--- src/rtl/core/fdsm_pkg.sv ---
`default_nettype none
// ----------------------------------------------------------------------------
// fdsm_pkg
// shared widths, register indexes and record types of the fall detector
// ----------------------------------------------------------------------------
package fdsm_pkg;

   localparam int ACCEL_W   = 15;
   localparam int GYRO_W    = 22;
   localparam int ALT_W     = 21;
   localparam int TIME_W    = 32;
   localparam int AMAG_W    = 30;
   localparam int GMAG_W    = 44;
   localparam int LIMIT_W   = 17;
   localparam int WAIT_W    = 16;
   localparam int DROP_W    = 21;
   localparam int CSR_W     = 44;
   localparam int CSR_IDX_W = 3;
   localparam int AVG_TAPS  = 4;
   localparam int SLOT_W    = 2;

   localparam logic [CSR_IDX_W-1:0] CSR_WEIGHTLESS_LEVEL = 3'd0;
   localparam logic [CSR_IDX_W-1:0] CSR_IMPACT_LEVEL     = 3'd1;
   localparam logic [CSR_IDX_W-1:0] CSR_MOVING_LEVEL     = 3'd2;
   localparam logic [CSR_IDX_W-1:0] CSR_TUMBLE_LEVEL     = 3'd3;
   localparam logic [CSR_IDX_W-1:0] CSR_STILL_LEVEL      = 3'd4;
   localparam logic [CSR_IDX_W-1:0] CSR_MIN_DROP         = 3'd5;
   localparam logic [CSR_IDX_W-1:0] CSR_ALT_RATE_LIMIT   = 3'd6;
   localparam logic [CSR_IDX_W-1:0] CSR_INACTIVE_WAIT    = 3'd7;

   typedef struct packed {
      logic [AMAG_W-1:0]  weightless_level_sq;
      logic [AMAG_W-1:0]  impact_level_sq;
      logic [AMAG_W-1:0]  moving_level_sq;
      logic [GMAG_W-1:0]  tumble_level_sq;
      logic [GMAG_W-1:0]  still_level_sq;
      logic [LIMIT_W-1:0] min_drop_cm;
      logic [LIMIT_W-1:0] alt_rate_limit;
      logic [WAIT_W-1:0]  inactive_wait_ms;
   } csr_type;

   // classified sample handed from front to back
   typedef struct packed {
      logic                    weightless_hit;
      logic                    impact_hit;
      logic                    not_moving;
      logic                    tumble_hit;
      logic                    still_hit;
      logic                    rapid_hit;
      logic signed [ALT_W-1:0] altitude_cm;
      logic [TIME_W-1:0]       time_ms;
   } item_type;

   // window sum divided by four, truncated toward zero
   function automatic logic signed [ACCEL_W-1:0] avg4(input logic signed [ACCEL_W+1:0] s);
      logic signed [ACCEL_W+1:0] t;
      t = s[ACCEL_W+1] ? s + (ACCEL_W+2)'(3) : s;
      return ACCEL_W'(t >>> 2);
   endfunction

endpackage
`default_nettype wire

--- src/rtl/core/fdsm_queue.sv ---
`default_nettype none
// ----------------------------------------------------------------------------
// fdsm_queue
// two-entry queue between classification and the state machine
// ----------------------------------------------------------------------------
module fdsm_queue (
   input  wire logic               clock,
   input  wire logic               reset,
   input  wire logic               wr_valid,
   input  wire fdsm_pkg::item_type wr_item,
   output logic                    wr_ready,
   output logic                    rd_valid,
   output fdsm_pkg::item_type      rd_item,
   input  wire logic               rd_ready
);
   import fdsm_pkg::*;

   item_type   slot_ff [2];
   logic       wr_ptr_ff, rd_ptr_ff;
   logic [1:0] count_ff;
   logic       push, pop;

   assign wr_ready = count_ff != 2'd2;
   assign rd_valid = count_ff != 2'd0;
   assign rd_item  = slot_ff[rd_ptr_ff];
   assign push     = wr_valid && wr_ready;
   assign pop      = rd_valid && rd_ready;

   always_ff @(posedge clock) begin
      if (push) slot_ff[wr_ptr_ff] <= wr_item;
   end

   always_ff @(posedge clock) begin
      if (reset) begin
         wr_ptr_ff <= 1'b0;
         rd_ptr_ff <= 1'b0;
         count_ff  <= 2'd0;
      end else begin
         if (push) wr_ptr_ff <= !wr_ptr_ff;
         if (pop)  rd_ptr_ff <= !rd_ptr_ff;
         count_ff <= count_ff + 2'(push) - 2'(pop);
      end
   end

endmodule
`default_nettype wire

--- config.mk ---
export PLATFORM = sky130hd
export DESIGN_NAME = fdsm_queue
export DESIGN_NICKNAME = d
export VERILOG_FILES = /design/src/rtl/core/fdsm_pkg.sv /design/src/rtl/core/fdsm_queue.sv
export SDC_FILE = /design/constraint.sdc
export NUM_CORES = 1
export LEC_CHECK = 0
export ABC_AREA = 1
export BUFFER_PORTS_ARGS = -buffer_cell sky130_fd_sc_hd__clkbuf_2
export CAP_MARGIN = 20
export CORE_ASPECT_RATIO = 1.75
export CORE_MARGIN = 2
export CORE_UTILIZATION = 40
export CTS_CLUSTER_SIZE = 40
export DETAILED_ROUTE_END_ITERATION = 8
export GPL_TIMING_DRIVEN = 0
export PLACE_DENSITY = 0.7
export SYNTH_ARGS = -nofsm -noshare
export SYNTH_HDL_FRONTEND = slang
export SYNTH_SLANG_ARGS = --single-unit
--- constraint.sdc ---
create_clock -name clock -period 4.76 [get_ports clock]
set_clock_uncertainty 0.15 [all_clocks]
set_input_delay 0.952 -clock clock [delete_from_list [all_inputs] [get_ports clock]]
set_output_delay 0.952 -clock clock [all_outputs]
set_load 0.02 [all_outputs]
==> results.toml, run 1 <==
[timing]
max_freq_mhz = 368.3
rsz0062_at_grt = "false"
hold_viol = 0
tightest_slew_ns = 0.8731
fin_crit_sh_pct = 57.04
setup_slack_ns = 2.045
setup_violations = 0
finalMaxSlewViolations = 0
finalCriticalPeriod_ns = 2.715
slew_headroom_pct = 41.66
whs_ns = 0.3690

[pwr]
power.leakage_nw = 2.321
vdd_ir_drop_max_mv = 0.4189
power_mw = 3.460
power_density_mw_per_mm2 = 582.4

[synthesis]
synth_area_mm2 = 0.004538
ys_warn_count = 0
synth.yosys.seq_area_share_pct = 80.29
synth.avg_cell_area_um2 = 20.63
synthCells = 220
synth.largest_area_cell = "edfxtp_1"
synth_top_area_share_pct = 78.08
synthTopCellsByArea = "edfxtp_1, mux2_2, mux2_4, dfxtp_1, nor2_1"
synth_fp_nets = 284
synth_cell_types = 15
ys_ff_latch = 123

[layout]
syn_to_final_growth_pct = 30.91
nFillCells = 944
seq_area_mm2 = 0.003643
nets = 429
drive_gt1_share_pct = 57.98
antenna_cells = 0
fin_util_pct = 53.50
fin_area_mm2 = 0.005941
multi_input_area_um2 = 822.0

[clocking]
cts_root_buf = "clkbuf_16"
clock_sinks = 123
cts_tree = "built"
cts_max_path_buffers = 2
numCtsBuffers = 17
clk_latency_ns = 0.39
cts_setup_buffers = 0
cts-resized-gates = 0
cts_max_level = 4
clkSlewWorstSetupHoldPaths_ns = 0.05
hold_buffers = 0

[worst_setup_path]
endpoint = "rd_item[43]"
path_class = "flop to primary output"
critPathMaxFanout = 10
r2r-start = "count_ff[0]"
rr_worst_depth = 5
cp-start-kind = "flop"
endpoint_kind = "primary output"
r2r-end = "slot_ff[0][5]"
cp.arrival_ns = 1.61
ff2ff_setup_slack_ns = 2.52
critPathRequiredTime_ns = 3.66

[placed_design]
pre_cts_slack_ns = 1.979
port_buffers = 123
gp_congestion = 0.6975
placed_cell_area_mm2 = 0.005401
dp_hpwl_um = 5754

[routing]
vias_per_cell = 4.738
drt-initial-drc-count = 84
firstDrtPassIters = 4
wl_um = 8084
wl_per_cell_um = 15.91
antenna_left = 0
vias = 2407
drc = 0

[die]
core_area_mm2 = 0.01110
die_w_um = 84.52
dieHeight_um = 144.9
die-area_mm2 = 0.01225
row_count = 51
io_pins = 124
initial_utilization_pct = 40.87

[grt]
grt_pass1_vias = 2722
grt_max_degree = 33
antenna_found_initial = 0
grt-ovfl-total = 0
globalRouteTotalUtil_pct = 14.30
grt_pass1_wl_um = 13120

[worst_hold_path]
min_path_type = "flop to flop"

[outcome]
status = "completed"

[flow_run]
maxCapViolations = 0
==> area by class of cell <==
cell class,instances,area share [%]
clock buffer,20,7.350
multi-input combinational,82,13.84
inverter,8,0.5055
buffer,7,0.9688
tap,132,2.780
timing repair buffer,126,11.50
sequential,123,61.33
clock inverter,10,1.727
==> critical path: stages (launching register included) <==
cell and delay [ns]:
dfxtp_1 0.32, buf_6 0.11, buf_2 0.25, mux2_2 0.38
clkbuf_2 0.16
==> state kept, by name (all words and copies together), names as in the netlist, named ones only <==
| signal | flops |
|---|---|
| slot_ff | 118 |
| count_ff | 2 |
| rd_ptr_ff | 1 |
| wr_ptr_ff | 1 |
==> kinds of logic after synthesis <==
logic type | Yosys count | synth area share, %
DFF | 123 | 80.29
muxes | 59 | 15.47
and+or+nand+nor | 19 | 1.626
buffers and inverters | 15 | 1.930
AOI/OAI and AO/OA | 2 | 0.2206
xor gates and xnor gates | 1 | 0.1930
adders and majority gates | 1 | 0.2757
==> power breakdown <==
part,switching [mW],internal [mW],total (mW)
clock,0.404,0.755,1.16
sequential,0.0406,1.38,1.42
combinational,0.526,0.359,0.885
==> per-layer routing <==
layer | GRT usage [%] | wire, um | vias up
li1 | - | - | 1136
met1 | 13.36 | 2792 | 1174
met2 | 25.98 | 4675 | 80
met3 | 4.892 | 353 | 17
met4 | 8.413 | 262 | 0
met5 | 0 | 0 | -
==> cell usage after synthesis (all sizes together) <==
master and instances:
buf 7, mux2 59, nor3 1, edfxtp 118
nand2 8, nand3 1, a21oi 2, xnor2 1
inv 8, nor2 9, dfxtp 5, ha 1
==> placed cells by master, fill, tap and decap left out <==
cell / count
mux2_2: 49
ha_1: 1
clkinv_4: 1
inv_1: 8
xnor2_1: 1
edfxtp_1: 118
buf_16: 1
clkbuf_2: 123
buf_6: 2
buf_12: 2
clkinvlp_4: 1
clkbuf_16: 17
nor3_1: 1
mux2_4: 10
nor2_1: 7
nor2_4: 2
nand3_1: 1
buf_2: 4
buf_8: 1
clkbuf_1: 3
a21oi_1: 2
clkinv_1: 3
clkinv_2: 3
dfxtp_1: 5
bufinv_16: 2
nand2_1: 8
==> stage by stage <==
step                std cells  setup TNS, ns
CTS                       508              0
floorplan                 220              0
detailed placement        478              0
global route              508              0
global placement          475         -94.98
finish                    508              0
==> worst min path at each step <==
| stage | end | startpoint | cells after the start | slack, ns |
|---|---|---|---|---|
| global placement | rd_ptr_ff | rd_ptr_ff | 2 | 0.33 |
| detailed placement | flop | rd_ptr_ff | 2 | 0.35 |
| floorplan | flop | rd_ptr_ff | 2 | 0.32 |
| CTS | flop | rd_ptr_ff | 2 | 0.37 |
| finish | flop | rd_ptr_ff | 2 | 0.37 |
| global route | flop | rd_ptr_ff | 2 | 0.43 |
No activity file was read; power rests on OpenSTA's default activity.
==> inputs of run 2 (changes only) <==
--- a/config.mk
+++ b/config.mk
@@ -14,7 +14,7 @@
 export CTS_CLUSTER_SIZE = 40
 export DETAILED_ROUTE_END_ITERATION = 8
 export GPL_TIMING_DRIVEN = 0
-export PLACE_DENSITY = 0.7
+export PLACE_DENSITY = 0.72
 export SYNTH_ARGS = -nofsm -noshare
 export SYNTH_HDL_FRONTEND = slang
 export SYNTH_SLANG_ARGS = --single-unit
==> constraint.sdc (replaced) <==
create_clock -name clock -period 2.3 [get_ports clock]
set_clock_uncertainty 0.15 [all_clocks]
set_input_delay 0.46 -clock clock [delete_from_list [all_inputs] [get_ports clock]]
set_output_delay 0.46 -clock clock [all_outputs]
set_load 0.02 [all_outputs]
==> run 2 against run 1 <==
Compared with the run above:
- clock power increased by 140%
- critical path type unchanged
- sequential power increased by 110%
- highest routed layer unchanged
- worst hold slack got worse by 0.27 ns
- register-to-register slack got worse by 2.3 ns
- utilization increased by 1.0 points
- total power increased by 120%
- final cell count increased by 0.59%
- largest power group unchanged
==> results.toml, run 2 (same netlist as run 1, synthesis figures left out) <==
[worst_setup_path]
path_class = "flop to primary output"
endpoint_kind = "primary output"
cpMostUsedCell = "buf_6"
cp_slowest_cell = "dfxtp_1"
r2r-end = "slot_ff[1][13]"
cp.arrival_ns = 1.62
r2r-start = "count_ff[0]"
cpPeakStageDelay_ns = 0.32
crit_chain = "buf_6 -> buf_6 -> buf_8 -> mux2_4 -> clkbuf_2"
rr_worst_depth = 6
critPathRequiredTime_ns = 1.69
critPathMaxFanout = 10
worst-path-buf-inv = 4
ff2ff_setup_slack_ns = 0.26
critPathTopFamily = "buffers and inverters"
cp-start-kind = "flop"

[clocking]
cts_setup_buffers = 0
cts_root_buf = "clkbuf_16"
cts_tree = "built"
clk_latency_ns = 0.40
cts_max_level = 4
clock_sinks = 123
numCtsBuffers = 17
clkSlewWorstSetupHoldPaths_ns = 0.05
cts_max_path_buffers = 2

[routing]
vias_per_cell = 4.734
antenna_left = 0
wl_um = 8184
firstDrtPassIters = 4
wl_per_cell_um = 16.02
drc = 0
vias = 2419
drt-initial-drc-count = 106

[grt]
antenna_found_initial = 0
grt_max_degree = 26
grt_pass1_wl_um = 13060
grt_use_met2_pct = 25.12
grt-ovfl-total = 0
globalRouteTotalUtil_pct = 14.07
top_usage_layer = "met2"
use_met3_pct = 4.266
grt_use_met1_pct = 13.95
grt_pass1_vias = 2726

[pwr]
power.leakage_nw = 2.359
vdd_ir_drop_max_mv = 0.8796
power_density_mw_per_mm2 = 1242

[layout]
nFillCells = 912
seq_area_mm2 = 0.003643
multi_input_area_um2 = 822.0
fin_util_pct = 54.54
reg_top3 = "slot_ff: 118 flops, count_ff: 2 flops"
largest_reg_flops = 118
mostFrequentLayoutCell = "clkbuf_2"
drive_gt1_share_pct = 59.63
layout_common_cells = "clkbuf_2, edfxtp_1, mux2_2"
syn_to_final_growth_pct = 33.44
antenna_cells = 0
top_register = "slot_ff"
nets = 430

[timing]
slew_headroom_pct = 64.42
setup_slack_ns = 0.06523
tightest_slew_ns = 0.5325
finalSetupTns_ns = 0
setup_violations = 0
fin_crit_sh_pct = 97.16
hold_viol = 0
finalMaxSlewViolations = 0
rsz0062_at_grt = "false"
finalCriticalPeriod_ns = 2.235
max_freq_mhz = 447.5

[placed_design]
gp_congestion = 0.6894
pre_cts_slack_ns = 0.1660
dp_hpwl_um = 5758
port_buffers = 123

[die]
io_pins = 124
dieHeight_um = 144.9
die-area_mm2 = 0.01225
die_w_um = 84.52
row_count = 51
core_area_mm2 = 0.01110
initial_utilization_pct = 40.87

[flow_run]
maxCapViolations = 0

[worst_hold_path]
hold_depth = 1
min-delay-start = "wr_item[29]"
min_path_type = "input pin to flop"
min_to = "slot_ff[0][29]"

[outcome]
status = "completed"
## run 2: cell types whose count changed in the layout (fill, tap and decap cells not counted), sizes merged
| cell | change |
|---|---|
| bufinv | +2 |
| clkinvlp | +3 |
| clkbuf | +2 |
| inv | +2 |
| buf | -3 |
| clkinv | -3 |
## run 2: worst reg2reg max path: cells and delay by family, from the launching register on
family                 cells  cell delay (ns)
DFF                        1             0.35
and+or+nand+nor            3             0.70
buffers and inverters      3             0.52
## run 2: worst max path at each step
stage                      from             to  slack (ns)  cells after the start
CTS                        flop     rd_item[8]        0.02                      4
detailed placement     wr_valid  slot_ff[1][1]        0.17                      5
finish                     flop    rd_item[48]        0.07                      5
floorplan           count_ff[0]  slot_ff[1][0]       -0.59                      4
global route               flop    rd_item[53]      0.0007                      5
global placement       wr_valid  slot_ff[1][1]       -1.35                      3
## run 2: metal layers
layer	up-vias	wire length [um]	part of all wire, %
li1	1143	-	-
met1	1175	2864	35
met2	80	4684	57
met3	21	340	4.2
met4	0	296	3.6
met5	-	0	0
## run 2: area by class of cell
| class | instances | area share, % |
|---|---|---|
| flip-flops and latches | 123 | 60.17 |
| clock inverters | 14 | 3.223 |
| clock buffers | 18 | 7.087 |
| inverters | 8 | 0.4959 |
| plain buffers | 7 | 1.116 |
| repair buffers | 127 | 11.61 |
| well taps | 132 | 2.727 |
| multi-input cells | 82 | 13.57 |
## run 2: through the flow
stage / hold slack [ns] / cell area [um^2] / instances / power (mW)
2_1_floorplan: 0.3169 / 4543 / 220 / 4.218
3_3_place_gp: 0.3287 / 5324 / 475 / 4.749
3_5_place_dp: 0.3421 / 5421 / 479 / 4.860
4_1_cts: 0.08068 / 6046 / 511 / 7.621
5_1_grt: 0.08245 / 6056 / 511 / 7.851
6_report: 0.09732 / 6056 / 511 / 7.523
## run 2: what timing repair did
| action | 4_1_cts | 5_1_grt |
|---|---|---|
| resized for setup | 0 | 4 |
| endpoints found under the setup margin | 0 | 17 |
| hold buffers | 0 | 0 |
## run 2: report_power, final
group | internal (mW) | total, mW | leakage [nW] | switching [mW]
logic | 0.773 | 1.86 | 0.922 | 1.09
clock network | 1.82 | 2.73 | 0.293 | 0.917
registers | 2.84 | 2.93 | 1.14 | 0.0830
==> inputs of run 3 (changes only) <==
--- a/config.mk
+++ b/config.mk
@@ -8,13 +8,16 @@
 export ABC_AREA = 1
 export BUFFER_PORTS_ARGS = -buffer_cell sky130_fd_sc_hd__clkbuf_2
 export CAP_MARGIN = 20
+export CELL_PAD_IN_SITES_DETAIL_PLACEMENT = 0
+export CELL_PAD_IN_SITES_GLOBAL_PLACEMENT = 1
 export CORE_ASPECT_RATIO = 1.75
 export CORE_MARGIN = 2
-export CORE_UTILIZATION = 40
+export CORE_UTILIZATION = 39
 export CTS_CLUSTER_SIZE = 40
 export DETAILED_ROUTE_END_ITERATION = 8
 export GPL_TIMING_DRIVEN = 0
-export PLACE_DENSITY = 0.72
+export MAX_ROUTING_LAYER = met4
+export PLACE_DENSITY = 0.81
 export SYNTH_ARGS = -nofsm -noshare
 export SYNTH_HDL_FRONTEND = slang
 export SYNTH_SLANG_ARGS = --single-unit
==> run 3 against run 2 <==
Compared with the run above:
- total power decreased by 1.6%
- combinational power about the same
- global-route usage fell by 0.29 points
- utilization fell by 2.0 points
- setup slack better by 0.030 ns
- clock power down 4%
- largest cell class unchanged
- highest routed layer unchanged
==> results.toml, run 3 (same netlist as run 1, synthesis figures left out) <==
[die]
dieHeight_um = 146.7
die_w_um = 85.54
core_area_mm2 = 0.01145
row_count = 52
io_pins = 124
die-area_mm2 = 0.01255
initial_utilization_pct = 39.63

[outcome]
status = "completed"

[clocking]
numCtsBuffers = 17
clkSlewWorstSetupHoldPaths_ns = 0.05
cts_tree = "built"
cts_max_path_buffers = 2
cts_max_level = 4
clk_latency_ns = 0.39
cts_root_buf = "clkbuf_16"
cts_setup_buffers = 0
clock_sinks = 123

[pwr]
vdd_ir_drop_max_mv = 0.6826
power.share.sequential_pct = 39.6
p_int_mw = 5.389
power_density_mw_per_mm2 = 1231
power.leakage_nw = 2.349
combPwrFrac_pct = 24.9
power_switching_mw = 2.011
swShare_pct = 27.17
p_clk_share_pct = 35.6

[placed_design]
placed_cell_area_mm2 = 0.005433
dp_hpwl_um = 5609
gp_congestion = 0.7395
pre_cts_slack_ns = 0.1334
dp.cells = 482
port_buffers = 123

[layout]
drive_gt1_share_pct = 57.98
seq_area_mm2 = 0.003643
layout_common_cells = "clkbuf_2, edfxtp_1, mux2_2"
nFillCells = 977
reg_top3 = "slot_ff: 118 flops, count_ff: 2 flops"
mostFrequentLayoutCell = "clkbuf_2"
fin_area_mm2 = 0.006012
syn_to_final_growth_pct = 32.48
largest_reg_flops = 118
antenna_cells = 0
top_register = "slot_ff"
multi_input_area_um2 = 822.0
nets = 429
fin_cells = 511

[routing]
vias = 2383
firstDrtPassIters = 4
antenna_left = 0
drc = 0
wl_per_cell_um = 15.62
wl_um = 7984
drt-initial-drc-count = 107
vias_per_cell = 4.663

[timing]
max_freq_mhz = 453.5
tightest_slew_ns = 0.5197
finalMaxSlewViolations = 0
rsz0062_at_grt = "false"
slew_headroom_pct = 65.27
fin_crit_sh_pct = 95.86
hold_viol = 0
finalCriticalPeriod_ns = 2.205
setup_slack_ns = 0.09512
setup_violations = 0
finalSetupTns_ns = 0
whs_ns = 0.1020

[worst_setup_path]
critPathMaxFanout = 10
crit_chain = "buf_6 -> buf_2 -> mux2_2 -> clkbuf_2"
cp_slowest_cell = "mux2_2"
cp.arrival_ns = 1.59
critPathRequiredTime_ns = 1.69
cpPeakStageDelay_ns = 0.37
worst-path-buf-inv = 3
critPathTopFamily = "buffers and inverters"
endpoint_kind = "primary output"
path_class = "flop to primary output"
cp-start-kind = "flop"

[flow_run]
maxCapViolations = 0

[grt]
grt_pass1_vias = 2674
top_usage_layer = "met2"
globalRouteTotalUtil_pct = 13.78
grt-ovfl-total = 0
grt_use_met2_pct = 24.88
grt_max_degree = 29
grt_use_met1_pct = 12.89
use_met3_pct = 3.483
grt_pass1_wl_um = 12460
antenna_found_initial = 0

[worst_hold_path]
min_path_type = "input pin to flop"
## run 3: worst paths after layout
path | start | end | slack (ns) | cells past startpoint
setup / recovery | flop | rd_item[21] | 0.1 | 4
setup reg to reg | count_ff[0] | slot_ff[1][38] | 0.23 | 6
hold / removal | wr_item[22] | slot_ff[0][22] | 0.10 | 1
hold reg to reg | rd_ptr_ff | flop | 0.36 | 2
## run 3: timing repair
item | CTS | global route
hold buffers | 0 | 0
resized for setup | 0 | 3
endpoints found under the setup margin | 0 | 20
## run 3: per-stage QoR
step	utilization, %	total power [mW]
2_1_floorplan	-	4.218
3_3_place_gp	46.53	4.750
3_5_place_dp	47.44	4.864
4_1_cts	52.57	7.520
5_1_grt	52.50	7.727
6_report	52.50	7.400
## run 3: cell type report
type,count,area share (%)
Multi-Input combinational cell,82,13.67
Clock buffer,20,7.263
Inverter,8,0.4995
Sequential cell,123,60.60
Buffer,6,0.8325
Tap cell,135,2.810
Timing Repair Buffer,127,11.82
Clock inverter,10,2.497
## run 3: per-layer routing
layer | part of all wire [%] | up-vias
met5 | 0 | -
met4 | 2.3 | 0
met3 | 4.5 | 11
met2 | 58 | 77
met1 | 35 | 1159
li1 | - | 1136
## run 3: power groups by stage
stage | Sequential (mW) | Clock [mW] | Combinational, mW
3_3_place_gp | 2.98 | 0 | 1.77
2_1_floorplan | 2.96 | 0 | 1.26
4_1_cts | 2.93 | 2.69 | 1.90
3_5_place_dp | 2.97 | 0 | 1.89
5_1_grt | 2.95 | 2.78 | 1.99
6_report | 2.93 | 2.63 | 1.84
