### config.mk
export PLATFORM = sky130hd
export DESIGN_NAME = fdsm_back_flat
export DESIGN_NICKNAME = d
export VERILOG_FILES = /design/src/rtl/core/fdsm_pkg.sv /design/src/rtl/core/fdsm_if.sv /design/src/rtl/core/fdsm_back.sv /design/src/flat_wrapper.sv
export SDC_FILE = /design/constraint.sdc
export NUM_CORES = 1
export LEC_CHECK = 0
export BUFFER_PORTS_ARGS = -buffer_cell sky130_fd_sc_hd__buf_2
export CAP_MARGIN = 20
export CORE_UTILIZATION = 55
export DETAILED_ROUTE_END_ITERATION = 7
export PLACE_DENSITY_LB_ADDON = 0.15
export SYNTH_ARGS = -nofsm -noshare
export SYNTH_HDL_FRONTEND = slang
export SYNTH_SLANG_ARGS = --single-unit
### constraint.sdc
create_clock -name clock -period 17.9 [get_ports clock]
set_input_delay 2.685 -clock clock [delete_from_list [all_inputs] [get_ports clock]]
set_output_delay 2.685 -clock clock [all_outputs]
set_load 0.05 [all_outputs]
### src/rtl/core/fdsm_pkg.sv
`default_nettype none
// ----------------------------------------------------------------------------
// fdsm_pkg
// shared widths, register indexes and record types of the fall detector
// ----------------------------------------------------------------------------
package fdsm_pkg;

   localparam int ACCEL_W   = 15;
   localparam int GYRO_W    = 22;
   localparam int ALT_W     = 21;
   localparam int TIME_W    = 32;
   localparam int AMAG_W    = 30;
   localparam int GMAG_W    = 44;
   localparam int LIMIT_W   = 17;
   localparam int WAIT_W    = 16;
   localparam int DROP_W    = 21;
   localparam int CSR_W     = 44;
   localparam int CSR_IDX_W = 3;
   localparam int AVG_TAPS  = 4;
   localparam int SLOT_W    = 2;

   localparam logic [CSR_IDX_W-1:0] CSR_WEIGHTLESS_LEVEL = 3'd0;
   localparam logic [CSR_IDX_W-1:0] CSR_IMPACT_LEVEL     = 3'd1;
   localparam logic [CSR_IDX_W-1:0] CSR_MOVING_LEVEL     = 3'd2;
   localparam logic [CSR_IDX_W-1:0] CSR_TUMBLE_LEVEL     = 3'd3;
   localparam logic [CSR_IDX_W-1:0] CSR_STILL_LEVEL      = 3'd4;
   localparam logic [CSR_IDX_W-1:0] CSR_MIN_DROP         = 3'd5;
   localparam logic [CSR_IDX_W-1:0] CSR_ALT_RATE_LIMIT   = 3'd6;
   localparam logic [CSR_IDX_W-1:0] CSR_INACTIVE_WAIT    = 3'd7;

   typedef struct packed {
      logic [AMAG_W-1:0]  weightless_level_sq;
      logic [AMAG_W-1:0]  impact_level_sq;
      logic [AMAG_W-1:0]  moving_level_sq;
      logic [GMAG_W-1:0]  tumble_level_sq;
      logic [GMAG_W-1:0]  still_level_sq;
      logic [LIMIT_W-1:0] min_drop_cm;
      logic [LIMIT_W-1:0] alt_rate_limit;
      logic [WAIT_W-1:0]  inactive_wait_ms;
   } csr_type;

   // classified sample handed from front to back
   typedef struct packed {
      logic                    weightless_hit;
      logic                    impact_hit;
      logic                    not_moving;
      logic                    tumble_hit;
      logic                    still_hit;
      logic                    rapid_hit;
      logic signed [ALT_W-1:0] altitude_cm;
      logic [TIME_W-1:0]       time_ms;
   } item_type;

   // window sum divided by four, truncated toward zero
   function automatic logic signed [ACCEL_W-1:0] avg4(input logic signed [ACCEL_W+1:0] s);
      logic signed [ACCEL_W+1:0] t;
      t = s[ACCEL_W+1] ? s + (ACCEL_W+2)'(3) : s;
      return ACCEL_W'(t >>> 2);
   endfunction

endpackage
`default_nettype wire

### src/rtl/core/fdsm_if.sv
`default_nettype none


interface fdsm_rsp_if;
   logic        valid;
   logic        ready;
   logic [1:0]  fall_mode;
   logic        tumble_seen;
   logic        rapid_alt_seen;
   logic [20:0] max_drop_cm;
   logic        fast_blink;
   logic        buzzer_on;
   modport source (output valid, fall_mode, tumble_seen, rapid_alt_seen, max_drop_cm,
                   fast_blink, buzzer_on, input ready);
   modport sink (input valid, fall_mode, tumble_seen, rapid_alt_seen, max_drop_cm,
                 fast_blink, buzzer_on, output ready);
endinterface
`default_nettype wire

### src/rtl/core/fdsm_back.sv
`default_nettype none
// ----------------------------------------------------------------------------
// fdsm_back
// fall state machine and result register
// ----------------------------------------------------------------------------
module fdsm_back #(
   parameter int WEIGHTLESS_TIMEOUT_MS = 2000
) (
   input  wire logic               clock,
   input  wire logic               reset,
   input  wire fdsm_pkg::csr_type  csr,
   input  wire logic               item_valid,
   input  wire fdsm_pkg::item_type item,
   output logic                    item_ready,
   fdsm_rsp_if.source              rsp
);
   import fdsm_pkg::*;

   typedef enum logic [1:0] {
      IDLE        = 2'd0,
      WEIGHTLESS  = 2'd1,
      POST_IMPACT = 2'd2,
      FALLEN      = 2'd3
   } state_type;

   state_type               state_ff, state_in;
   logic                    tumble_ff, tumble_in;
   logic                    rapid_ff, rapid_in;
   logic signed [ALT_W-1:0] start_alt_ff, start_alt_in;
   logic [DROP_W-1:0]       drop_max_ff, drop_max_in;
   logic [TIME_W-1:0]       phase_ff, phase_in;
   logic                    out_valid_ff;
   logic signed [ALT_W:0]   drop;
   logic [TIME_W-1:0]       elapsed;
   logic                    fire;

   assign item_ready = !out_valid_ff || rsp.ready;
   assign fire       = item_valid && item_ready;
   assign rsp.valid  = out_valid_ff;

   always_comb begin
      state_in     = state_ff;
      tumble_in    = tumble_ff;
      rapid_in     = rapid_ff;
      start_alt_in = start_alt_ff;
      drop_max_in  = drop_max_ff;
      phase_in     = phase_ff;
      drop         = (ALT_W+1)'(start_alt_ff) - (ALT_W+1)'(item.altitude_cm);
      elapsed      = item.time_ms - phase_ff;
      case (state_ff)
         IDLE: begin
            tumble_in    = 1'b0;
            rapid_in     = 1'b0;
            drop_max_in  = '0;
            start_alt_in = item.altitude_cm;
            if (item.weightless_hit) begin
               state_in = WEIGHTLESS;
               phase_in = item.time_ms;
            end
         end
         WEIGHTLESS: begin
            if (item.rapid_hit) rapid_in = 1'b1;
            if (item.impact_hit) begin
               phase_in    = item.time_ms;
               drop_max_in = '0;
               state_in    = POST_IMPACT;
            end else if (elapsed > TIME_W'(WEIGHTLESS_TIMEOUT_MS)) begin
               state_in = IDLE;
            end
         end
         POST_IMPACT: begin
            if (item.tumble_hit) tumble_in = 1'b1;
            if (item.rapid_hit)  rapid_in  = 1'b1;
            if (drop > $signed({1'b0, drop_max_ff})) drop_max_in = DROP_W'(drop);
            if (elapsed >= TIME_W'(csr.inactive_wait_ms)) begin
               // all evidence must agree for a confirmed fall
               if (item.still_hit && tumble_in && rapid_in && item.not_moving
                   && (drop_max_in >= DROP_W'(csr.min_drop_cm)))
                  state_in = FALLEN;
               else
                  state_in = IDLE;
            end
         end
         default: begin
         end
      endcase
   end

   always_ff @(posedge clock) begin
      if (reset) begin
         state_ff     <= IDLE;
         tumble_ff    <= 1'b0;
         rapid_ff     <= 1'b0;
         start_alt_ff <= '0;
         drop_max_ff  <= '0;
         phase_ff     <= '0;
         out_valid_ff <= 1'b0;
      end else begin
         if (fire) begin
            state_ff           <= state_in;
            tumble_ff          <= tumble_in;
            rapid_ff           <= rapid_in;
            start_alt_ff       <= start_alt_in;
            drop_max_ff        <= drop_max_in;
            phase_ff           <= phase_in;
            rsp.fall_mode      <= 2'(state_in);
            rsp.tumble_seen    <= tumble_in;
            rsp.rapid_alt_seen <= rapid_in;
            rsp.max_drop_cm    <= drop_max_in;
            rsp.fast_blink     <= (state_in == POST_IMPACT) || (state_in == FALLEN);
            rsp.buzzer_on      <= state_in == FALLEN;
         end
         if (fire)           out_valid_ff <= 1'b1;
         else if (rsp.ready) out_valid_ff <= 1'b0;
      end
   end

endmodule
`default_nettype wire

### src/flat_wrapper.sv
// flat-port wrapper written by rule: the top's interface ports become plain ports
module fdsm_back_flat import fdsm_pkg::*;
#(
   parameter int WEIGHTLESS_TIMEOUT_MS = 2000
)
  (clock, reset, csr, item_valid, item, item_ready, rsp_valid, rsp_fall_mode, rsp_tumble_seen, rsp_rapid_alt_seen, rsp_max_drop_cm, rsp_fast_blink, rsp_buzzer_on, rsp_ready);
  fdsm_rsp_if rsp_i ();
  input  wire logic clock;
  input  wire logic reset;
  input  wire fdsm_pkg::csr_type csr;
  input  wire logic item_valid;
  input  wire fdsm_pkg::item_type item;
  output logic item_ready;
  output wire logic [$bits(rsp_i.valid)-1:0] rsp_valid;
  output wire logic [$bits(rsp_i.fall_mode)-1:0] rsp_fall_mode;
  output wire logic [$bits(rsp_i.tumble_seen)-1:0] rsp_tumble_seen;
  output wire logic [$bits(rsp_i.rapid_alt_seen)-1:0] rsp_rapid_alt_seen;
  output wire logic [$bits(rsp_i.max_drop_cm)-1:0] rsp_max_drop_cm;
  output wire logic [$bits(rsp_i.fast_blink)-1:0] rsp_fast_blink;
  output wire logic [$bits(rsp_i.buzzer_on)-1:0] rsp_buzzer_on;
  input wire logic [$bits(rsp_i.ready)-1:0] rsp_ready;
  assign rsp_valid = rsp_i.valid;
  assign rsp_fall_mode = rsp_i.fall_mode;
  assign rsp_tumble_seen = rsp_i.tumble_seen;
  assign rsp_rapid_alt_seen = rsp_i.rapid_alt_seen;
  assign rsp_max_drop_cm = rsp_i.max_drop_cm;
  assign rsp_fast_blink = rsp_i.fast_blink;
  assign rsp_buzzer_on = rsp_i.buzzer_on;
  assign rsp_i.ready = rsp_ready;
  fdsm_back #(.WEIGHTLESS_TIMEOUT_MS(WEIGHTLESS_TIMEOUT_MS)) u_core (.clock(clock), .reset(reset), .csr(csr), .item_valid(item_valid), .item(item), .item_ready(item_ready), .rsp(rsp_i));
endmodule
==> results of run 1 <==
## final cells by class
type                       instances  area, µm²
inverter                         140      525.5
fill                            1490       5857
timing repair buffer             130      665.6
clock buffer                      11      242.7
clock inverter                     5      45.04
multi-input combinational        904       5884
tap                              216      270.3
antenna                            1      2.502
sequential                       106       2392
## flip-flops by register name, indices dropped and copies added, names as in the netlist
name,flops
u_core.phase_ff,32
u_core.drop_max_ff,21
u_core.rsp.max_drop_cm,21
u_core.start_alt_ff,21
u_core.rsp.fall_mode,2
u_core.state_ff,2
u_core.rapid_ff,1
u_core.rsp.buzzer_on,1
u_core.rsp.fast_blink,1
u_core.rsp.rapid_alt_seen,1
u_core.rsp.tumble_seen,1
u_core.rsp.valid,1
u_core.tumble_ff,1
## synth_stat cells (all sizes together), types with 8 or more instances
| master | number | area [µm²] |
|---|---|---|
| and3 | 13 | 81.33 |
| dfxtp | 79 | 1582 |
| nand2b | 10 | 62.56 |
| nand2 | 176 | 660.6 |
| o21ai | 75 | 375.4 |
| nor2 | 78 | 292.8 |
| xor2 | 15 | 131.4 |
| nand3 | 9 | 45.04 |
| clkbuf | 36 | 135.1 |
| a21o | 24 | 180.2 |
| o21bai | 8 | 60.06 |
| a31oi | 12 | 75.07 |
| nor2b | 14 | 87.58 |
| xnor2 | 20 | 175.2 |
| a21oi | 157 | 785.8 |
| edfxtp | 27 | 810.8 |
| mux2i | 16 | 160.2 |
| a22o | 10 | 87.58 |
| nand4 | 14 | 87.58 |
| ha | 110 | 1376 |
| nor3 | 16 | 80.08 |
| a211oi | 15 | 112.6 |
| inv | 140 | 525.5 |
| o211ai | 10 | 75.07 |
## critical path: stages
cell	delay (ns)
buf_2	0.11
ha_1	0.22
fa_1	0.40
nand2b_1	0.18
a21oi_1	0.17
o21ai_0	0.18
a31oi_1	0.41
a21o_1	0.19
a21oi_1	0.07
xnor2_1	0.42
ha_1	0.32
and4_1	0.16
or4b_2	0.21
o21ai_0	0.11
nor3_2	0.76
buf_4	0.37
mux2_2	0.39
ha_1	0.28
and4_1	0.19
o31a_1	0.23
o211ai_1	0.16
nand4_1	0.13
nand2_1	0.09
a21oi_1	0.11
o31ai_1	0.25
a31oi_1	0.07
o21ai_1	0.33
a21boi_0	0.17
## stage by stage
stage | power [µW] | instance area, µm² | instances | util
3_5_place_dp | 564.5 | 9738 | 1496 | 0.6130
5_1_grt | 814.4 | 10030 | 1512 | 0.6311
4_1_cts | 765.2 | 10030 | 1512 | 0.6311
6_report | 765.0 | 10030 | 1513 | 0.6313
3_3_place_gp | 559.8 | 9738 | 1496 | 0.6130
2_1_floorplan | 486.8 | 8939 | 1188 | -
## placed cells by master, fill, tap and decap left out, types with 16 or more instances in the layout
cell type  Yosys  final
a21o_1        24     24
xnor2_1       20     20
inv_1        140    140
ha_1         110    110
mux2i_1       16     16
buf_2          1    124
edfxtp_1      27     27
nand2_1      176    176
o21ai_0       73     73
a21oi_1      157    157
dfxtp_1       79     79
nor2_1        78     77
## where the power goes
| part | internal, µW | total [µW] | switching [µW] |
|---|---|---|---|
| clock | 101 | 200 | 99.2 |
| sequential | 258 | 266 | 7.11 |
| combinational | 115 | 300 | 185 |
## path summary, 6_finish.rpt
kind | start | to | slack (ns) | cells after the start
min reg2reg | u_core.phase_ff[23] | u_core.phase_ff[23] | 0.46 | 2
min | u_core.phase_ff[23] | u_core.phase_ff[23] | 0.46 | 2
max | item[32] | u_core.rsp.fall_mode[0] | 8.59 | 28
max reg2reg | u_core.start_alt_ff[0] | u_core.rsp.fall_mode[0] | 10.67 | 28
## kinds of logic after synthesis
logic type,after synthesis,synth area share
muxes,21,0.02422
xor gates and xnor gates,35,0.03430
AOI/OAI and AO/OA,374,0.2581
adders and majority gates,112,0.1585
DFF,106,0.2676
and+or+nand+nor,362,0.1824
buffers and inverters,178,0.07489
## layer usage
| metal | GRT usage | vias to the layer above | wire length, µm |
|---|---|---|---|
| met2 | 0.3978 | 294 | 9136 |
| met5 | 0 | - | 14 |
| met3 | 0.08340 | 14 | 2155 |
| met4 | 0.05609 | 2 | 194 |
| met1 | 0.4320 | 3880 | 12080 |
| li1 | - | 4392 | - |
==> summary.md, run 1 <==
| Metric | Value |
|---|---|
| Status | `finished clean` |
| Die height | `between 100 and 150 µm` |
| Number of global-route vias before repair | `approximately 7300` |
| Main synth FF type | `dfxtp_1` |
| Avg Inst Size Synth | `between 7 and 8 µm²` |
| Core area | `15890 µm²` |
| Setup WS pre-CTS | `slightly above 8 ns` |
| Total CTS buffers | `9` |
| Root Buffer | `clkbuf_16` |
| Fraction of the yosys area taken by sequential cells | `0.2676` |
| PortBufs | `approximately 120` |
| Sum of negative setup slack | `0 ns` |
| Worst EP arrival | `9.38 ns` |
| Hold_buf cts | `0` |
| WS Path Type | `primary input to register` |
| Leak Pwr | `between 0.004 and 0.005 µW` |
| Final Hold Viols | `0` |
| Yosys warning total | `0` |
| Fmax | `~110 MHz` |
| Initial cell density of the core | `0.5627` |
| Initial antenna violation count | `2` |
| DRC viols | `0` |
| Detailed Route WL | `23580 µm` |
| Pre-Repair DR Iteration Count | `5` |
| Post-synth EDFFs | `27` |
| Min Hold Slack | `approximately 0.46 ns` |
| PwrDens | `76.28 nW/µm²` |
| Worst vdd ir | `0.00005802 V` |
| Worst EP required | `roughly 18 ns` |
| Final setup fails | `0` |
| Via Count | `approximately 8600` |
| Normalized max-slew margin | `0.3824` |
| Final worst slack | `around 8.6 ns` |
| Hpwl dp | `between 15000 and 20000 µm` |
| Async S/R FF share, synth | `0` |
| Total GRT Usage | `0.2859` |
| Crit path capture type | `register` |
| Ports | `320` |
| Final GP Congestion | `between 0.9 and 1` |
| Largest net degree at the start of global routing | `~80` |
| Max-cap violations | `0` |
| H-tree levels | `3` |
| Post-Synthesis Cell Area | `around 8900 µm²` |
| Post-CTS resize count | `0` |
| 1st-iter DRT viols | `around 580` |
| CTS tree | `built` |
| Post-CTS setup buffer count | `0` |
| Nets@finish | `about 1700` |
| Post-layout min period | `between 9 and 10 ns` |
| Synth cell types | `66` |
| Via density | `5.672` |
| Worst setup SP type | `primary input` |
| Clock latency on the worst-skew pair | `about 0.36 ns` |
| Die X | `129.5 µm` |
| Syn nets | `1591` |
| Num Clock Sinks | `~110` |
| Unrepaired setup endpoints after global routing | `no` |
| #FFs+latches synth | `between 100 and 150` |
| Slew Viols, Final | `0` |
| Worst-margin pin slew | `a little over 0.9 ns` |
| First-pass GRT wire length | `between 30000 and 40000 µm` |
| Hold Crit Class | `register to register` |
| Proportion of layout cells with a drive suffix above 1 | `0.1211` |
| Setup Skew | `0.01004 ns` |
| Overflow left after global routing | `0` |
| Critical Path Fanout Max | `14` |
| Row cnt | `between 40 and 50` |
| Area delta synth->final | `12.19%` |
| Die Area | `16770 µm²` |
| Period utilization | `0.5199` |
| Clock-pin slew of the registers on the worst-case setup and hold paths | `approximately 0.070 ns` |
| Max clock buf depth | `2` |
| Antenna-violating nets left | `0` |
| WL/cell | `between 15 and 20 µm` |
| Cells after Synth | `around 1200` |
(Power assumes the default switching activity.)
==> inputs of run 2 (changes only) <==
--- a/config.mk
+++ b/config.mk
@@ -7,7 +7,7 @@
 export LEC_CHECK = 0
 export BUFFER_PORTS_ARGS = -buffer_cell sky130_fd_sc_hd__buf_2
 export CAP_MARGIN = 20
-export CORE_UTILIZATION = 55
+export CORE_UTILIZATION = 51
 export DETAILED_ROUTE_END_ITERATION = 7
 export PLACE_DENSITY_LB_ADDON = 0.15
 export SYNTH_ARGS = -nofsm -noshare
==> constraint.sdc (replaced) <==
create_clock -name clock -period 8.7 [get_ports clock]
set_input_delay 1.305 -clock clock [delete_from_list [all_inputs] [get_ports clock]]
set_output_delay 1.305 -clock clock [all_outputs]
set_load 0.05 [all_outputs]
==> run 2 against run 1 <==
Against the previous run:
- flip-flop and latch count unchanged
- cell area increased by 0.51%
- final cell count increased by 0.53%
- register-to-register slack got worse by 9.3 ns
- setup slack got worse by 7.9 ns
==> summary.md, run 2 (synthesis gave the netlist of run 1 again) <==
| Metric | Value |
|---|---|
| Status | `finished clean` |
| Total GRT Usage | `0.2710 (-0.01481)` |
| Detailed Route WL | `24290 µm (+3.0%)` |
| Num Clock Sinks | `106 (unchanged)` |
| WS Path Type | `primary input to register` |
| Leak Pwr | `0.004545 µW (+0.46%)` |
| Pint | `1027 µW (+120%)` |
| Commonest non-fill, non-tap cells in the layout | `176 x nand2_1, 157 x a21oi_1, 140 x inv_1, 124 x buf_2, 110 x ha_1` |
| Max-cap violations | `0 (unchanged)` |
| Overflow left after global routing | `0 (unchanged)` |
| Unrepaired setup endpoints after global routing | `no` |
| First-pass GRT wire length | `38840 µm (+5.0%)` |
| Post-CTS resize count | `0 (unchanged)` |
| Worst vdd ir | `0.0001102 V (+90%)` |
| PortBufs | `124 (unchanged)` |
| Clock latency on the worst-skew pair | `0.37 ns (about the same)` |
| Hpwl dp | `18740 µm (+2.3%)` |
| Via Count | `8659 (+0.90%)` |
| Worst EP arrival | `8.06 ns (-1.32 ns)` |
| PwrDens | `162.3 nW/µm² (+110%)` |
| Min Hold Slack | `0.4556 ns (-0.00003300 ns)` |
| Post-CTS setup buffer count | `0 (unchanged)` |
| Share of total power in combinational logic | `0.380 (-0.012)` |
| Initial cell density of the core | `0.5204 (-0.04230)` |
| Final Hold Viols | `0 (unchanged)` |
| Nets@finish | `1694 (unchanged)` |
| Die Area | `18060 µm² (+7.7%)` |
| DRC viols | `0 (unchanged)` |
| Antenna-violating nets left | `0 (unchanged)` |
| Slew Viols, Final | `0 (unchanged)` |
| Largest net degree at the start of global routing | `82 (unchanged)` |
| Final setup fails | `0 (unchanged)` |
| Core area | `17180 µm² (+8.1%)` |
| Top reg by flops | `u_core.phase_ff` |
| Hold_buf cts | `0 (unchanged)` |
| Diode count | `0 (-1)` |
| Sequential power share | `0.334 (-0.013)` |
| CTS tree | `built` |
| Commonest non-fill, non-tap cell in the layout | `nand2_1` |
| Row cnt | `48 (+4.3%)` |
| Post-layout min period | `about 8 ns` |
| H-tree levels | `3 (unchanged)` |
| Pre-Repair DR Iteration Count | `6 (+1)` |
| Setup Skew | `0.01252 ns (+0.002471 ns)` |
| Root Buffer | `clkbuf_16` |
| 1st-iter DRT viols | `746 (+30%)` |
| Clock power frac | `0.286 (+0.025)` |
| Clock-pin slew of the registers on the worst-case setup and hold paths | `0.07 ns (about the same)` |
| Hold Crit Class | `register to register` |
| Fill cells | `1689 (+13%)` |
| Number of global-route vias before repair | `7719 (+5.3%)` |
| Critical Path Fanout Max | `15 (+1)` |
| Crit path capture type | `register` |
| Fmax | `approximately 130 MHz` |
| Sum of negative setup slack | `0 ns (unchanged)` |
| Worst EP required | `8.78 ns (-9.20 ns)` |
| Via density | `5.693 (+0.37%)` |
| Total CTS buffers | `9 (unchanged)` |
| Switching Share | `0.3722 (-0.008027)` |
| Max clock buf depth | `2 (unchanged)` |
| Worst setup SP type | `primary input` |
| WL/cell | `15.97 µm (+2.4%)` |
| Area delta synth->final | `12.77%` |
| Initial antenna violation count | `0 (-2)` |
| Worst-margin pin slew | `0.9187 ns (-0.002623 ns)` |
| Die X | `134.4 µm (+3.8%)` |
| Ports | `320 (unchanged)` |
| Final GP Congestion | `0.9133 (-0.80%)` |
| Max reg flops | `32 (unchanged)` |
| Proportion of layout cells with a drive suffix above 1 | `0.1219 (+0.0007716)` |
| Net Sw Power | `608.7 µW (+110%)` |
| Die height | `134.4 µm (+3.8%)` |
| Normalized max-slew margin | `0.3875 (+0.005096)` |
| Period utilization | `0.9170` |
==> run 2: critical path, cell delays in order <==
cell and delay (ns):
buf_2 0.11, ha_1 0.21, fa_1 0.41, nand2b_1 0.17
a21oi_1 0.18, o21ai_0 0.19, a31oi_1 0.41, a311oi_1 0.19
xnor2_1 0.38, ha_1 0.32, and4_1 0.20, or4b_2 0.21
o21ai_0 0.11, nor3_2 0.74, buf_4 0.38, mux2i_1 0.41
ha_1 0.32, and4_1 0.18, o31a_1 0.23, o211ai_1 0.17
nand4_1 0.14, nand2_1 0.09, a21oi_1 0.13, o31ai_1 0.27
a31oi_1 0.08, o21ai_1 0.34, a21boi_0 0.18
==> run 2: final timing paths <==
path                     startpoint                       to  slack (ns)  depth (start not counted)
max                        item[32]  u_core.rsp.fall_mode[0]        0.72                         27
max reg2reg  u_core.start_alt_ff[0]  u_core.rsp.fall_mode[0]        1.42                         27
min             u_core.phase_ff[22]      u_core.phase_ff[22]        0.46                          2
min reg2reg     u_core.phase_ff[22]      u_core.phase_ff[22]        0.46                          2
==> run 2: through the flow <==
stage	util	instances	instance area, µm²	worst slack (ns)	total power (µW)
2_1_floorplan	-	1188	8939	1.922	1002
4_1_cts	0.5868	1521	10080	0.8755	1638
6_report	0.5868	1521	10080	0.7217	1636
3_5_place_dp	0.5676	1505	9749	0.5497	1167
5_1_grt	0.5868	1521	10080	0.2221	1735
3_3_place_gp	0.5676	1505	9749	0.5453	1155
==> run 2: power by group through the flow <==
stage          clock network (µW)  logic, µW  registers [µW]
5_1_grt                       493        694             549
3_3_place_gp                    0        598             557
2_1_floorplan                   0        426             576
3_5_place_dp                    0        609             557
4_1_cts                       478        614             546
6_report                      468        621             546
==> run 2: per-layer routing <==
metal / routed length [µm] / up-vias / global-route usage
met5: 0 / - / 0
met4: 330 / 0 / 0.07491
met3: 1731 / 23 / 0.04006
met2: 9404 / 296 / 0.3811
met1: 12820 / 3951 / 0.4213
li1: - / 4389 / -
==> run 2: layout make-up <==
class | count | area [µm²] | share of cell area
Timing Repair Buffer | 130 | 665.6 | 0.06604
Sequential cell | 106 | 2392 | 0.2373
Clock inverter | 7 | 105.1 | 0.01043
Clock buffer | 9 | 225.2 | 0.02234
Tap cell | 225 | 281.5 | 0.02793
Multi-Input combinational cell | 904 | 5884 | 0.5838
Inverter | 140 | 525.5 | 0.05213
==> inputs of run 3 (changes only) <==
--- a/config.mk
+++ b/config.mk
@@ -9,7 +9,8 @@
 export CAP_MARGIN = 20
 export CORE_UTILIZATION = 51
 export DETAILED_ROUTE_END_ITERATION = 7
-export PLACE_DENSITY_LB_ADDON = 0.15
+export PLACE_DENSITY = 0.89
+export REMOVE_ABC_BUFFERS = 1
 export SYNTH_ARGS = -nofsm -noshare
 export SYNTH_HDL_FRONTEND = slang
 export SYNTH_SLANG_ARGS = --single-unit
==> constraint.sdc (replaced) <==
create_clock -name clock -period 8.7 [get_ports clock]
set_input_delay 0.87 -clock clock [delete_from_list [all_inputs] [get_ports clock]]
set_output_delay 0.87 -clock clock [all_outputs]
set_load 0.05 [all_outputs]
==> run 3 against run 2 <==
Against the previous run:
- cell area is 0.34% lower
- sequential share of layout area rose by 0.080 points
- die area did not move
- sequential power about the same
- critical path type unchanged
- largest power group unchanged
- highest routed layer unchanged
==> summary.md, run 3 (synthesis gave the netlist of run 1 again) <==
| Metric | Value |
|---|---|
| Total CTS buffers | `9 (unchanged)` |
| Post-CTS setup buffer count | `0 (unchanged)` |
| Final Hold Viols | `0 (unchanged)` |
| Critical Path Fanout Max | `12 (-3)` |
| Total power | `1585 µW (-3.1%)` |
| Via Count | `8861 (+2.3%)` |
| Hpwl dp | `18880 µm (+0.72%)` |
| Root Buffer | `clkbuf_16` |
| Slew Viols, Final | `0 (unchanged)` |
| R2R cell count | `27 (unchanged)` |
| Nets@finish | `1695 (+0.059%)` |
| Min Hold Slack | `0.4540 ns (-0.001628 ns)` |
| Clock latency on the worst-skew pair | `0.36 ns (about the same)` |
| Slowest-stage cell, CP | `nor3_2` |
| Normalized max-slew margin | `0.2268 (-0.1608)` |
| H-tree levels | `3 (unchanged)` |
| Worst-margin pin slew | `1.131 ns (+0.2119 ns)` |
| Initial antenna violation count | `1 (+1)` |
| Placed cell count | `1506 (+0.066%)` |
| Sum of negative setup slack | `0 ns (unchanged)` |
| Status | `finished clean` |
| Num Clock Sinks | `106 (unchanged)` |
| Commonest non-fill, non-tap cells in the layout | `176 x nand2_1, 157 x a21oi_1, 140 x inv_1, 124 x buf_2, 110 x ha_1` |
| PortBufs | `124 (unchanged)` |
| DRC viols | `0 (unchanged)` |
| Die X | `134.4 µm (unchanged)` |
| WHS Path Cells | `2 (unchanged)` |
| Worst setup SP type | `primary input` |
| Die height | `134.4 µm (unchanged)` |
| Reg-to-reg critical path startpoint | `u_core.start_alt_ff[0]` |
| 1st-iter DRT viols | `978 (+31%)` |
| CTS tree | `built` |
| Initial cell density of the core | `0.5204 (unchanged)` |
| Ports | `320 (unchanged)` |
| Hold Crit Class | `register to register` |
| Total GRT Usage | `0.2746 (+0.003520)` |
| Hold_buf cts | `0 (unchanged)` |
| Leak Pwr | `0.004535 µW (-0.22%)` |
| CP most frequent cell | `a21oi_1` |
| Reg2Reg Capture Point | `u_core.rsp.fall_mode[0]` |
| Post-layout min period | `7.390 ns (-0.5880 ns)` |
| Post-CTS resize count | `0 (unchanged)` |
| Area delta synth->final | `12.39%` |
| PwrDens | `157.7 nW/µm² (-2.8%)` |
| Min-Delay Endpoint | `u_core.start_alt_ff[0]` |
| Unrepaired setup endpoints after global routing | `no` |
| Fmax | `135.3 MHz (+8.0%)` |
| Top reg by flops | `u_core.phase_ff` |
| Period utilization | `0.8495 (-0.06759)` |
| R2R setup slack | `1.58 ns (+0.16 ns)` |
| Detailed Route WL | `24800 µm (+2.1%)` |
| Commonest non-fill, non-tap cell in the layout | `nand2_1` |
| WS Path Type | `primary input to register` |
| Max-cap violations | `0 (unchanged)` |
| Final Non-Filler Cells | `1523 (+0.13%)` |
| Worst EP required | `8.79 ns (about the same)` |
| Worst vdd ir | `0.0001098 V (-0.33%)` |
| Clock-pin slew of the registers on the worst-case setup and hold paths | `0.07 ns (about the same)` |
| Core area | `17180 µm² (unchanged)` |
| Final setup fails | `0 (unchanged)` |
| Number of global-route vias before repair | `8113 (+5.1%)` |
| Overflow left after global routing | `0 (unchanged)` |
| Max clock buf depth | `2 (unchanged)` |
| Crit path capture type | `register` |
| Max reg flops | `32 (unchanged)` |
| First-pass GRT wire length | `39470 µm (+1.6%)` |
| Via density | `5.818 (+2.2%)` |
| Proportion of layout cells with a drive suffix above 1 | `0.1210 (-0.0008650)` |
| Pre-Repair DR Iteration Count | `5 (-1)` |
| Worst hold path startpoint | `u_core.start_alt_ff[0]` |
| Row cnt | `48 (unchanged)` |
| Antenna-violating nets left | `0 (unchanged)` |
| Worst EP arrival | `7.48 ns (-0.58 ns)` |
| CP max stage delay | `0.61 ns (-0.13 ns)` |
| Final GP Congestion | `0.9228 (+1.0%)` |
| Setup Skew | `0.008098 ns (-0.004417 ns)` |
| WL/cell | `16.28 µm (+2.0%)` |
| Die Area | `18060 µm² (unchanged)` |
| Largest net degree at the start of global routing | `82 (unchanged)` |
run 3: how the worst max path moves through the flow:
stage	to	slack, ns	depth (start not counted)	startpoint
after floorplan	u_core.rsp.fall_mode[0]	1.07	27	item[32]
after global placement	u_core.rsp.fall_mode[0]	1.21	27	item[32]
after detailed placement	u_core.rsp.fall_mode[0]	1.07	27	item[32]
after CTS	u_core.rsp.fall_mode[0]	1.43	27	item[32]
after global routing	u_core.rsp.fall_mode[0]	0.86	28	item[32]
final	u_core.rsp.fall_mode[0]	1.31	27	item[32]
run 3: area by class of cell:
type / count / area, µm²
Fill cell: 1599 / 7131
Clock inverter: 6 / 57.56
Clock buffer: 10 / 229.0
Sequential cell: 106 / 2392
Inverter: 140 / 525.5
Multi-Input combinational cell: 904 / 5884
Timing Repair Buffer: 131 / 673.1
Antenna cell: 1 / 2.502
Tap cell: 225 / 281.5
run 3: power breakdown:
part / switching, µW / total (µW) / leakage (µW) / internal, µW
combinational: 384 / 624 / 0.00349 / 240
sequential: 14.9 / 547 / 0.000901 / 532
clock: 192 / 414 / 0.000144 / 222
run 3: metrics by stage:
| step | setup slack [ns] | area (µm²) | utilization |
|---|---|---|---|
| 5_1_grt | 0.8576 | 10040 | 0.5847 |
| 3_3_place_gp | 1.213 | 9757 | 0.5680 |
| 2_1_floorplan | 1.068 | 8795 | - |
| 4_1_cts | 1.430 | 10040 | 0.5847 |
| 3_5_place_dp | 1.074 | 9757 | 0.5680 |
| 6_report | 1.310 | 10050 | 0.5849 |
run 3: worst max-delay path, delay by kind of cell:
| family | cells | cell delay (ns) |
|---|---|---|
| multiplexers | 1 | 0.37 |
| AND/OR/NAND/NOR | 4 | 1.17 |
| XOR/XNOR | 1 | 0.36 |
| adder cells (fa/ha/maj) | 4 | 1.25 |
| buffers and inverters | 3 | 0.62 |
| AO/OA/AOI/OAI | 14 | 2.81 |
run 3: layer usage:
| layer | global-route usage | routed length, µm |
|---|---|---|
| met1 | 0.3906 | 11800 |
| met4 | 0.09925 | 552 |
| met5 | 0 | 0 |
| met3 | 0.04649 | 1914 |
| met2 | 0.4151 | 10540 |
